==> config.mk <==
export PLATFORM = sky130hd
export DESIGN_NAME = sew_div
export DESIGN_NICKNAME = d
export VERILOG_FILES = /design/src/sv/sew_pkg.sv /design/src/sv/sew_div.sv
export SDC_FILE = /design/constraint.sdc
export NUM_CORES = 2
export LEC_CHECK = 0
export ABC_AREA = 1
export BUFFER_PORTS_ARGS = -buffer_cell sky130_fd_sc_hd__buf_2
export CAP_MARGIN = 20
export CORE_UTILIZATION = 40
export CTS_CLUSTER_DIAMETER = 40
export DETAILED_ROUTE_END_ITERATION = 10
export HOLD_SLACK_MARGIN = 0.12
export SYNTH_ARGS = -nofsm -noshare
export SYNTH_HDL_FRONTEND = slang
export SYNTH_SLANG_ARGS = --single-unit
==> constraint.sdc <==
create_clock -name clk -period 2.5 [get_ports clk]
set_clock_uncertainty 0.2 [all_clocks]
set_input_delay 0.25 -clock clk [delete_from_list [all_inputs] [get_ports clk]]
set_output_delay 0.25 -clock clk [all_outputs]
set_load 0.1 [all_outputs]
==> src/sv/sew_pkg.sv <==
// shared widths, register codes, payload types and helpers for the shadow edge extrusion block
package sew_pkg;

	localparam int FRAC_BITS  = 4;
	localparam int COORD_BITS = 20;

	localparam int CW   = COORD_BITS;
	localparam int WW   = CW + 1;
	localparam int DXW  = CW + 2;
	localparam int RED  = (CW > 20) ? CW - 20 : 0;
	localparam int MRW  = DXW - RED;
	localparam int SCW  = 14;
	localparam int CHW  = 7;
	localparam int NRMW = 16;
	localparam int OPW  = 10;
	localparam int SQW  = 2 * MRW;
	localparam int L2W  = SQW + 1;
	localparam int NW   = L2W + 16;
	localparam int SQ_STEPS = (NW + 1) / 2;
	localparam int RW   = SQ_STEPS;
	localparam int PRW  = MRW + SCW;
	localparam int NUMW = PRW + FRAC_BITS + 8;
	localparam int QW   = SCW + FRAC_BITS;
	localparam int FW   = ((WW > QW + 1) ? WW : QW + 1) + 1;
	localparam int RXW  = CW + 3;
	localparam int PW   = NRMW + RXW;
	localparam int DW   = PW + 1;
	localparam int IDXW = 3;
	localparam int DLY  = SQ_STEPS + QW;
	localparam int LATENCY = SQ_STEPS + QW + 5;

	typedef enum logic [IDXW-1:0] {
		REG_LIGHT_X, REG_LIGHT_Y, REG_WINDOW_W, REG_WINDOW_H,
		REG_LIGHT_RED, REG_LIGHT_GREEN, REG_LIGHT_BLUE
	} reg_idx_t;

	typedef struct packed {
		logic                 facing;
		logic [CHW-1:0]       red;
		logic [CHW-1:0]       green;
		logic [CHW-1:0]       blue;
		logic signed [WW-1:0] wax;
		logic signed [WW-1:0] way;
		logic signed [WW-1:0] wbx;
		logic signed [WW-1:0] wby;
		logic                 sax;
		logic                 say;
		logic                 sbx;
		logic                 sby;
		logic                 za;
		logic                 zb;
	} side_t;

	typedef struct packed {
		logic [NUMW-1:0] nx;
		logic [NUMW-1:0] ny;
	} num_pair_t;

	typedef struct packed {
		side_t          side;
		logic [L2W-1:0] l2a;
		logic [L2W-1:0] l2b;
		num_pair_t      na;
		num_pair_t      nb;
	} front_t;

	localparam logic signed [FW-1:0] SAT_HI = {{(FW-CW+1){1'b0}}, {(CW-1){1'b1}}};
	localparam logic signed [FW-1:0] SAT_LO = {{(FW-CW+1){1'b1}}, {(CW-1){1'b0}}};

	function automatic logic [CW-1:0] sat_coord(input logic signed [FW-1:0] v);
		logic [CW-1:0] r;
		if (v > SAT_HI) r = SAT_HI[CW-1:0];
		else if (v < SAT_LO) r = SAT_LO[CW-1:0];
		else r = v[CW-1:0];
		return r;
	endfunction

	function automatic logic [CHW-1:0] shade_ch(input logic [CHW-1:0] lc,
		input logic [CHW-1:0] ec, input logic signed [OPW-1:0] op);
		logic signed [CHW+OPW:0] q;
		logic [OPW-1:0] h;
		logic [CHW-1:0] r;
		q = $signed({1'b0, lc & ec}) * op;
		h = q[CHW+OPW:8];
		if (q <= 0) r = '0;
		else if (h > OPW'(127)) r = CHW'(127);
		else r = h[CHW-1:0];
		return r;
	endfunction

endpackage

==> src/sv/sew_div.sv <==
// pipelined restoring divider, one quotient bit per stage
module sew_div (
	input  logic                     clk,
	input  logic                     arst_n,
	input  logic                     in_vld,
	input  logic [sew_pkg::NUMW-1:0] numer,
	input  logic [sew_pkg::RW-1:0]   den,
	output logic                     out_vld,
	output logic [sew_pkg::QW-1:0]   quo
);
	import sew_pkg::*;

	logic            vld_s [QW+1];
	logic [RW-1:0]   rem_s [QW+1];
	logic [QW-1:0]   low_s [QW+1];
	logic [QW-1:0]   quo_s [QW+1];
	logic [RW-1:0]   den_s [QW+1];

	// upper numerator part is below the divisor since the quotient fits QW bits
	assign vld_s[0] = in_vld;
	assign rem_s[0] = RW'(numer >> QW);
	assign low_s[0] = numer[QW-1:0];
	assign quo_s[0] = '0;
	assign den_s[0] = den;

	for (genvar k = 0; k < QW; k++) begin : g_step
		logic [RW:0] cur;
		logic        ge;
		assign cur = {rem_s[k], low_s[k][QW-1]};
		assign ge  = (cur >= {1'b0, den_s[k]});

		always_ff @(posedge clk or negedge arst_n) begin
			if (!arst_n) vld_s[k+1] <= 1'b0;
			else vld_s[k+1] <= vld_s[k];
		end

		always_ff @(posedge clk) begin
			rem_s[k+1] <= ge ? RW'(cur - {1'b0, den_s[k]}) : RW'(cur);
			low_s[k+1] <= low_s[k] << 1;
			quo_s[k+1] <= {quo_s[k][QW-2:0], ge};
			den_s[k+1] <= den_s[k];
		end
	end

	assign out_vld = vld_s[QW];
	assign quo     = quo_s[QW];

endmodule

==> flow_metrics.tcl <==
set metrics [dict create \
    hp-class "in -> reg" \
    final_antenna_net_count 0 \
    internal-power_mw 74.9 \
    drive_gt1_share_pct 11.6 \
    ios 101 \
    max_stage_delay_ns 0.61 \
    path_clk_slew_ns 0.06 \
    ys_warn_count 0 \
    cp-end-kind "register" \
    syn_nets 12900 \
    drcViolationCount 0 \
    switching_share_pct 45.2 \
    top_layer "met4" \
    synth_cell_type_count 42 \
    via_per_inst 4.52 \
    switchingPower_mw 61.8 \
    globalplace.congestion 0.954 \
    ys.flop_type "dfxtp_1" \
    htreeDepth 4 \
    wl_met1_um 107000 \
    drtIter0Drc 5236 \
    critPathLaunch "numer[18]" \
    totalWireLength_um 247000 \
    grt_max_degree 35 \
    core_area_mm2 0.195 \
    async_flop_share_pct 1.29 \
    path_depth 12 \
    cp_data_required_time_ns 3.02 \
    power.density_mw_per_mm2 1400 \
    dieArea_mm2 0.198 \
    numCtsBuffers 228 \
    antenna_found_initial 3 \
    worst_pin_slew_ns 0.776 \
    start_util_pct 40.3 \
    avgSynthCellArea_um2 6.40 \
    drt_pass1_iterations 8 \
    crit_chain "dlygate4sd3_1 -> buf_2 -> dlygate4sd3_1 -> fa_1 -> nand3_1 -> nand3_2 -> nand3_1 -> nand3b_1 -> nand2_1 -> nand3_1 -> nand3_1 -> nand2_1" \
    power_frac_comb_pct 51.1 \
    status "finished with violations" \
    wl_met2_um 118000 \
    synth_cells 12300 \
    dp_hpwl_um 202000 \
    critPathBufInv 3 \
    nFillCells 20000 \
    synth_seq_cells 1396 \
    cts.hold.buffers_added 170 \
    clock_power_share_pct 23.5 \
    wl_met3_um 11800 \
    setup_viol 1 \
    worstReg2RegStart "den_s[399]" \
    cpMostUsedCell "nand3_1" \
    rr_endpoint "g_step[7].cur[8]" \
    avgRoutedWirePerCell_um 15.4 \
    r2r_cells 10 \
    max_slew_margin_pct 48.1 \
    die_x_um 445 \
    ff2ff_setup_slack_ns 0.07 \
    die_y_um 445 \
    ir_drop_mv 0.836 \
    cts.path.max_buffers 3 \
    final_cell_mix "4,868 x nand2_1, 2,642 x inv_1, 1,316 x dfxtp_1" \
    area_delta_synth_final_pct 24.1 \
    startpoint_type "primary input" \
    cap_violations 0 \
    rsz0062_at_grt "true" \
    slew_viol_final 0 \
    cpLargestDelayFamily "buffers and inverters" \
    cts_root_buffer "clkbuf_16" \
    synth_edf_count 0 \
    grt_overflow_total 0 \
    fmax_mhz 398 \
    grt_pass1_vias 68300 \
    fin_crit_sh_pct 101 \
    critical_path_arrival_ns 3.03 \
    holdWs_ns -0.511 \
    leakagePower_nw 56.3 \
    crit_type "in -> reg" \
    period_minus_slack_ns 2.51 \
    cts_tree "yes" \
    clock-sinks 1396 \
    violations "negative hold slack, negative setup slack" \
    yosysSeqAreaShare_pct 35.7 \
    grtUsageTotal_pct 24.3 \
    postPlaceCellArea_mm2 0.0858 \
    hold_viol 1 \
    p_seq_share_pct 25.3 \
    instances_no_fill 16100 \
    final_common_cell "nand2_1" \
    vias 72600 \
    clk_latency_ns 0.87 \
    synthesis.area_mm2 0.0785 \
    layout_setup_ws_ns -0.0143 \
    fin_nets 13900 \
    fin_area_mm2 0.0974 \
    cp-endpoint "g_step[1].cur[29]" \
    grt_pass1_wl_um 376000 \
    numPortBuffers 100 \
    path_max_fanout 4 \
    slowest_stage "dlygate4sd3_1" \
    rows 162 \
    dp_cells 15400 \
    finalPower_mw 137 \
]
[final cells by class]
| class | count | area (um2) | share of cell area [%] |
|---|---|---|---|
| Timing Repair inverter | 2 | 17.5 | 0.0180 |
| Clock inverter | 183 | 2140 | 2.20 |
| Timing Repair Buffer | 846 | 7260 | 7.45 |
| Multi-Input combinational cell | 8057 | 40500 | 41.6 |
| Tap cell | 2624 | 3280 | 3.37 |
| Sequential cell | 1396 | 28100 | 28.9 |
| Inverter | 2690 | 10100 | 10.4 |
| Clock buffer | 252 | 5970 | 6.13 |
| Antenna cell | 2 | 5.00 | 0.00514 |
[synth_stat cells (38+ instances only)]
cell	number	area, um2
a21oi_1	298	1490
buf_2	66	330
dfxtp_1	1378	27600
ha_1	558	6980
inv_1	2652	9950
inv_2	38	143
nand2_1	4931	18500
nand2_2	41	257
nand3_1	773	3870
nand3b_1	45	338
nand4_1	127	795
nor2_1	685	2570
nor3_1	62	310
o21ai_0	51	255
o21bai_1	49	368
xor2_1	232	2030
[how the worst min path moves through the flow]
stage	start	endpoint	slack (ns)	cells past startpoint
6_report	numer[31]	g_step[1].cur[15]	-0.51	3
3_5_place_dp	arst_n	vld_s[17]	0.002	1
5_1_grt	numer[31]	g_step[1].cur[15]	-0.54	3
3_3_place_gp	arst_n	vld_s[17]	-0.002	1
2_1_floorplan	arst_n	out_vld	-0.25	0
4_1_cts	numer[31]	g_step[1].cur[15]	-0.56	3
[logic make-up (layout without fill, tap and decap cells)]
group | after synthesis | after routing | share of synthesized area [%]
xor+xnor | 239 | 239 | 2.67
compound gates | 422 | 422 | 2.87
buf+inv | 2817 | 3973 | 14.0
flops | 1396 | 1396 | 35.7
fa+ha+maj | 575 | 575 | 9.33
other cells | 0 | 2 | 0
simple gates | 6820 | 6821 | 35.4
[worst reg2reg max path: stages (launching register included)]
cell	delay, ns
dfxtp_2	0.39
inv_1	0.07
ha_2	0.39
nand2_1	0.12
nor2_1	0.15
and2_4	0.21
and2_1	0.18
nand2_4	0.09
nand3_4	0.22
clkbuf_16	0.23
o21ai_1	0.07
[repair_timing]
item / in CTS / in global routing
gates resized for setup: 13 / 367
endpoints found under the setup margin: 41 / 481
pin swaps: 0 / 33
hold endpoints to repair: 105 / 1
setup buffers: 0 / 25
gates cloned: 0 / 16
[power by group through the flow]
stage / Clock (mW) / Combinational (mW) / Sequential (mW)
3_3_place_gp: 0 / 66.0 / 35.3
3_5_place_dp: 0 / 66.2 / 35.1
4_1_cts: 32.9 / 66.9 / 34.7
2_1_floorplan: 0 / 47.4 / 31.4
5_1_grt: 34.0 / 79.1 / 35.0
6_report: 32.2 / 69.9 / 34.6
[sequential cells by signal (all words and copies together) (netlist names)]
name / flops
den_s: 527
vld_s: 17
g_step.cur: 544
quo_s: 153
low_s: 136
quo: 18
out_vld: 1
[metrics by stage]
step	TNS, ns	util, %	setup WS [ns]
6_report	-0.0143	50.0	-0.0143
2_1_floorplan	0	-	0.243
3_5_place_dp	-0.400	44.0	-0.0389
4_1_cts	0	49.0	0.000308
5_1_grt	-0.656	50.0	-0.0309
3_3_place_gp	-1.10	44.0	-0.0759
[layer usage]
layer / vias up / GRT usage (%)
li1: 38700 / -
met1: 31700 / 29.9
met2: 1721 / 43.0
met3: 477 / 2.94
met4: 0 / 9.25
met5: - / 0
No activity file was read; power rests on OpenSTA's default activity.
