### config.mk
export PLATFORM = sky130hd
export DESIGN_NAME = sew_sqrt
export DESIGN_NICKNAME = d
export VERILOG_FILES = /design/src/sv/sew_pkg.sv /design/src/sv/sew_sqrt.sv
export SDC_FILE = /design/constraint.sdc
export NUM_CORES = 2
export LEC_CHECK = 0
export CAP_MARGIN = 20
export CORE_ASPECT_RATIO = 0.9
export CORE_MARGIN = 5
export CORE_UTILIZATION = 55
export DETAILED_ROUTE_END_ITERATION = 8
export DONT_BUFFER_PORTS = 1
export MAX_ROUTING_LAYER = met4
export PLACE_DENSITY = 0.73
export SLEW_MARGIN = 40
export SYNTH_ARGS = -nofsm -noshare
export SYNTH_HDL_FRONTEND = slang
export SYNTH_SLANG_ARGS = --single-unit
### constraint.sdc
create_clock -name clk -period 3.3 [get_ports clk]
set_clock_uncertainty 0.15 [all_clocks]
set_input_delay 0.495 -clock clk [delete_from_list [all_inputs] [get_ports clk]]
set_output_delay 0.495 -clock clk [all_outputs]
set_load 0.1 [all_outputs]
### src/sv/sew_pkg.sv
// shared widths, register codes, payload types and helpers for the shadow edge extrusion block
package sew_pkg;

	localparam int FRAC_BITS  = 4;
	localparam int COORD_BITS = 20;

	localparam int CW   = COORD_BITS;
	localparam int WW   = CW + 1;
	localparam int DXW  = CW + 2;
	localparam int RED  = (CW > 20) ? CW - 20 : 0;
	localparam int MRW  = DXW - RED;
	localparam int SCW  = 14;
	localparam int CHW  = 7;
	localparam int NRMW = 16;
	localparam int OPW  = 10;
	localparam int SQW  = 2 * MRW;
	localparam int L2W  = SQW + 1;
	localparam int NW   = L2W + 16;
	localparam int SQ_STEPS = (NW + 1) / 2;
	localparam int RW   = SQ_STEPS;
	localparam int PRW  = MRW + SCW;
	localparam int NUMW = PRW + FRAC_BITS + 8;
	localparam int QW   = SCW + FRAC_BITS;
	localparam int FW   = ((WW > QW + 1) ? WW : QW + 1) + 1;
	localparam int RXW  = CW + 3;
	localparam int PW   = NRMW + RXW;
	localparam int DW   = PW + 1;
	localparam int IDXW = 3;
	localparam int DLY  = SQ_STEPS + QW;
	localparam int LATENCY = SQ_STEPS + QW + 5;

	typedef enum logic [IDXW-1:0] {
		REG_LIGHT_X, REG_LIGHT_Y, REG_WINDOW_W, REG_WINDOW_H,
		REG_LIGHT_RED, REG_LIGHT_GREEN, REG_LIGHT_BLUE
	} reg_idx_t;

	typedef struct packed {
		logic                 facing;
		logic [CHW-1:0]       red;
		logic [CHW-1:0]       green;
		logic [CHW-1:0]       blue;
		logic signed [WW-1:0] wax;
		logic signed [WW-1:0] way;
		logic signed [WW-1:0] wbx;
		logic signed [WW-1:0] wby;
		logic                 sax;
		logic                 say;
		logic                 sbx;
		logic                 sby;
		logic                 za;
		logic                 zb;
	} side_t;

	typedef struct packed {
		logic [NUMW-1:0] nx;
		logic [NUMW-1:0] ny;
	} num_pair_t;

	typedef struct packed {
		side_t          side;
		logic [L2W-1:0] l2a;
		logic [L2W-1:0] l2b;
		num_pair_t      na;
		num_pair_t      nb;
	} front_t;

	localparam logic signed [FW-1:0] SAT_HI = {{(FW-CW+1){1'b0}}, {(CW-1){1'b1}}};
	localparam logic signed [FW-1:0] SAT_LO = {{(FW-CW+1){1'b1}}, {(CW-1){1'b0}}};

	function automatic logic [CW-1:0] sat_coord(input logic signed [FW-1:0] v);
		logic [CW-1:0] r;
		if (v > SAT_HI) r = SAT_HI[CW-1:0];
		else if (v < SAT_LO) r = SAT_LO[CW-1:0];
		else r = v[CW-1:0];
		return r;
	endfunction

	function automatic logic [CHW-1:0] shade_ch(input logic [CHW-1:0] lc,
		input logic [CHW-1:0] ec, input logic signed [OPW-1:0] op);
		logic signed [CHW+OPW:0] q;
		logic [OPW-1:0] h;
		logic [CHW-1:0] r;
		q = $signed({1'b0, lc & ec}) * op;
		h = q[CHW+OPW:8];
		if (q <= 0) r = '0;
		else if (h > OPW'(127)) r = CHW'(127);
		else r = h[CHW-1:0];
		return r;
	endfunction

endpackage

### src/sv/sew_sqrt.sv
// pipelined digit-by-digit square root of the squared length, one root bit per stage
module sew_sqrt (
	input  logic                     clk,
	input  logic                     arst_n,
	input  logic                     in_vld,
	input  logic [sew_pkg::L2W-1:0]  l2,
	input  sew_pkg::num_pair_t       num_in,
	output logic                     out_vld,
	output logic [sew_pkg::RW-1:0]   root,
	output sew_pkg::num_pair_t       num_out
);
	import sew_pkg::*;

	localparam int RADW = 2 * SQ_STEPS;

	logic              vld_s  [SQ_STEPS+1];
	logic [RADW-1:0]   rad_s  [SQ_STEPS+1];
	logic [RW+1:0]     rem_s  [SQ_STEPS+1];
	logic [RW-1:0]     root_s [SQ_STEPS+1];
	num_pair_t         num_s  [SQ_STEPS+1];

	// length carries 8 fraction bits
	assign vld_s[0]  = in_vld;
	assign rad_s[0]  = RADW'(l2) << 16;
	assign rem_s[0]  = '0;
	assign root_s[0] = '0;
	assign num_s[0]  = num_in;

	for (genvar k = 0; k < SQ_STEPS; k++) begin : g_step
		logic [RW+3:0] cur;
		logic [RW+3:0] trial;
		assign cur   = {rem_s[k], rad_s[k][RADW-1 -: 2]};
		assign trial = {2'b00, root_s[k], 2'b01};

		always_ff @(posedge clk or negedge arst_n) begin
			if (!arst_n) vld_s[k+1] <= 1'b0;
			else vld_s[k+1] <= vld_s[k];
		end

		always_ff @(posedge clk) begin
			rad_s[k+1] <= rad_s[k] << 2;
			num_s[k+1] <= num_s[k];
			if (cur >= trial) begin
				rem_s[k+1]  <= (RW+2)'(cur - trial);
				root_s[k+1] <= {root_s[k][RW-2:0], 1'b1};
			end else begin
				rem_s[k+1]  <= cur[RW+1:0];
				root_s[k+1] <= {root_s[k][RW-2:0], 1'b0};
			end
		end
	end

	assign out_vld = vld_s[SQ_STEPS];
	assign root    = root_s[SQ_STEPS];
	assign num_out = num_s[SQ_STEPS];

endmodule

==> impl_results.md <==
- Core ar.: 247000 µm²
- Drt via density: 4.86
- Die height: 482 µm
- Number of flops mapped to enable cells by yosys: 0
- Die area: 257000 µm²
- Initial antenna violation count: 2
- Starting density of the core: 55.2%
- RePlAce Congestion: 0.894
- Ratio of final minimum period to clock period: 102%
- CP max stage cell: or4_4
- #FFs+latches synth: 4922
- Worst Setup End Kind: flip-flop
- H-tree depth: 5
- Max incr delay on CP: 0.54 ns
- Clock Latency Late Sink: 0.93 ns
- Die width: 534 µm
- Clk sink count: 4922
- Area contributors post-synth: dfxtp_1, ha_1, xor2_1
- Total gr overflow: 0
- Max Clk Rate: 298 MHz
- Hold Path Cell Cnt: 1
- Clock tree buffer depth: 4
- DRC marker count from the first detailed-route iteration: 3948
- Filler cell count in the final layout: 17.3k
- R2r endpoint: g_step[7].cur[3]$_DFF_P_
- Setup violators final: 6
- Failing checks: negative setup slack
- Post-DP Area: 143000 µm²
- Nets: 12.5k
- Outcome: finished with violations
- Mapped Area: 136000 µm²
- CP max FO: 8
- Hold wc startpoint: l2[26]
- # IOs: 272
- Most used DFF post-synth: dfxtp_1
- Area leader, netlist: dfxtp_1
- Hpwl dp: 159000 µm
- Final Core Density: 66.6%
- Clock root cell: clkbuf_16
- GRT Total Usage: 19.7%
- Critical path arrival: 3.98 ns
- Worst-case hold path end point: rad_s[1904]$_DFF_P_
- Largest net degree at the start of global routing: 44
- Fin. max-slew vios: 0
- Final hold vios: 0
- Power density over the cells: 825 nW/µm²
- Syn_nets: 11.4k
- Max-slew headroom: 41.9%
- Clock transition at path regs: 0.06 ns
- Worst-Margin Slew: 0.864 ns
- Layout area overhead: 20.7%
- Reg-to-reg slack, setup: -0.06 ns
- Wire length per cell: 16.2 µm
- Synth top area share: 72.0%
- Cell variety after synth: 96
- Most common cell on crit path: or3_4
- Leak Pwr: 73.5 nW
- Synth Instances: 10.8k
- Asr flop ratio synth: 0.630%
- First-pass DRT Iterations: 6
- Share of layout cells above drive strength 1: 15.8%
- DRT antenna net count: 0
- CTS tree: built
- Sequential area share after synthesis: 72.6%
- Number of max-cap violations: 0
- Fin crit period: 3.36 ns
- # DRC: 0
- Worst Setup Start Kind: flip-flop
- R2R depth: 9
- Crit Reg-Reg Startpoint: g_step[6].cur[11]$_DFF_P_
- Final WL: 250000 µm
- VDD IR max: 676 µV
- Post-route cell area: 164000 µm²
- Number of global-route vias before repair: 77.6k
- Clock buffer count from CTS: 432
- First-pass GRT wire length: 404000 µm
- Critical setup path kind: reg -> reg
- Unrepaired setup endpoints after global routing: true
- Number of synthesis warnings: 0
- Row cnt: 173
- Critical path, cell by cell: or4_4 > or3_4 > or3_4 > or3_4 > or3_4 > buf_6 > nor3_4 > buf_6 > mux2i_1
- Worst setup margin: -0.0583 ns
- Via count: 75.1k
- Worst Hold Class: in -> reg
- Avg Synthesized Cell Area: 12.6 µm²
- CP required: 3.93 ns
- PortBufs: 0
critical path, delay by kind of cell, from the launching register on:
kind          cells  cell delay [ns]
simple gates      6             2.22
mux               1             0.19
buf+inv           2             0.36
flops             1             0.32
kinds of logic (layout without fill, tap and decap cells):
kind of cell | Yosys count | count (layout) | synth area share [%]
other cells | 1 | 6 | 0.00276
simple gates | 2080 | 2080 | 7.56
buf+inv | 862 | 2296 | 2.66
fa+ha+maj | 522 | 522 | 4.84
xor+xnor | 736 | 736 | 4.74
mux | 65 | 65 | 0.530
compound gates | 1572 | 1572 | 7.10
flops | 4922 | 4922 | 72.6
stage by stage:
stage	hold WS, ns	std cells	total power, mW	worst slack [ns]	setup TNS [ns]
6_report	0.0789	15400	135	-0.0583	-0.110
3_5_place_dp	0.0499	14300	82.8	-0.373	-34.31
5_1_grt	0.0312	15400	142	-0.205	-2.79
2_1_floorplan	0.0494	10800	78.1	0.0141	0
4_1_cts	0.00510	15400	136	-0.0854	-0.135
3_3_place_gp	0.0500	14300	82.4	-0.414	-26.03
layer usage:
layer,vias up,share of wire [%],GRT usage [%]
li1,37900,-,-
met1,35300,44,24.4
met2,1357,50,34.1
met3,487,3.5,2.54
met4,0,2.6,5.58
met5,-,0,-
area by class of cell:
type | instances | area (µm²) | area share [%]
Clock buffer | 589 | 12400 | 7.57
Timing Repair Buffer | 863 | 7640 | 4.65
Sequential cell | 4922 | 98900 | 60.3
Antenna cell | 5 | 12.5 | 0.00762
Multi-Input combinational cell | 4976 | 35800 | 21.8
Inverter | 636 | 2390 | 1.45
Clock inverter | 208 | 2860 | 1.74
Tap cell | 3237 | 4050 | 2.47
cells in the mapped netlist, types with 111 or more instances:
library cell and instances:
a21oi_1 441, inv_1 632, clkbuf_1 111, nor2_1 473, ha_1 515, nand2_1 574, a21o_1 205, xor2_1 418
xnor2_1 318, dfxtp_1 4891, o21ai_0 471, nor3_1 231
registers in the layout (all words and copies together), names as in the netlist:
name,cells
g_step.cur,957
g_step.trial,465
num_out,96
num_s,2880
out_vld,1
rad_s,462
root,31
vld_s,30
power breakdown:
part / internal, mW / switching (mW) / total [mW]
clock network: 30.6 / 21.8 / 52.4
logic: 6.22 / 6.57 / 12.8
registers: 65.5 / 4.64 / 70.2
cells in the final DEF, fill, tap and decap left out, types with 206 or more instances in the layout:
| master | Yosys | routed |
|---|---|---|
| dfxtp_1 | 4891 | 4736 |
| inv_1 | 632 | 623 |
| nand2_1 | 574 | 564 |
| buf_4 | 96 | 531 |
| ha_1 | 515 | 487 |
| nor2_1 | 473 | 464 |
| clkbuf_16 | 0 | 439 |
| xor2_1 | 418 | 417 |
| a21oi_1 | 441 | 415 |
| o21ai_0 | 471 | 413 |
| xnor2_1 | 318 | 316 |
| dlygate4sd3_1 | 0 | 282 |
| nor3_1 | 231 | 206 |
repair_timing:
item | 4_1_cts | 5_1_grt
gates resized for setup | 167 | 360
pin swaps | 56 | 123
hold endpoints to repair | 173 | 0
setup endpoints to repair | 320 | 560
cloned | 3 | 5
hold buffers | 284 | 0
setup buffers | 40 | 52
how the worst max path moves through the flow:
stage	start	to	slack, ns	cells past startpoint
global route	g_step[29].trial[2]$_DFF_P_	g_step[30].cur[34]$_DFF_P_	-0.21	13
global placement	g_step[10].trial[2]$_DFF_P_	g_step[11].cur[32]$_DFF_P_	-0.41	12
floorplan	g_step[25].cur[2]$_SDFF_PP0_	g_step[26].cur[30]$_DFF_P_	0.01	12
detailed placement	g_step[22].trial[2]$_DFF_P_	g_step[23].cur[28]$_DFF_P_	-0.37	12
finish	g_step[6].cur[11]$_DFF_P_	g_step[7].cur[3]$_DFF_P_	-0.06	9
CTS	g_step[29].trial[12]$_DFF_P_	g_step[30].cur[34]$_DFF_P_	-0.09	15
No activity file was read; power rests on OpenSTA's default activity.
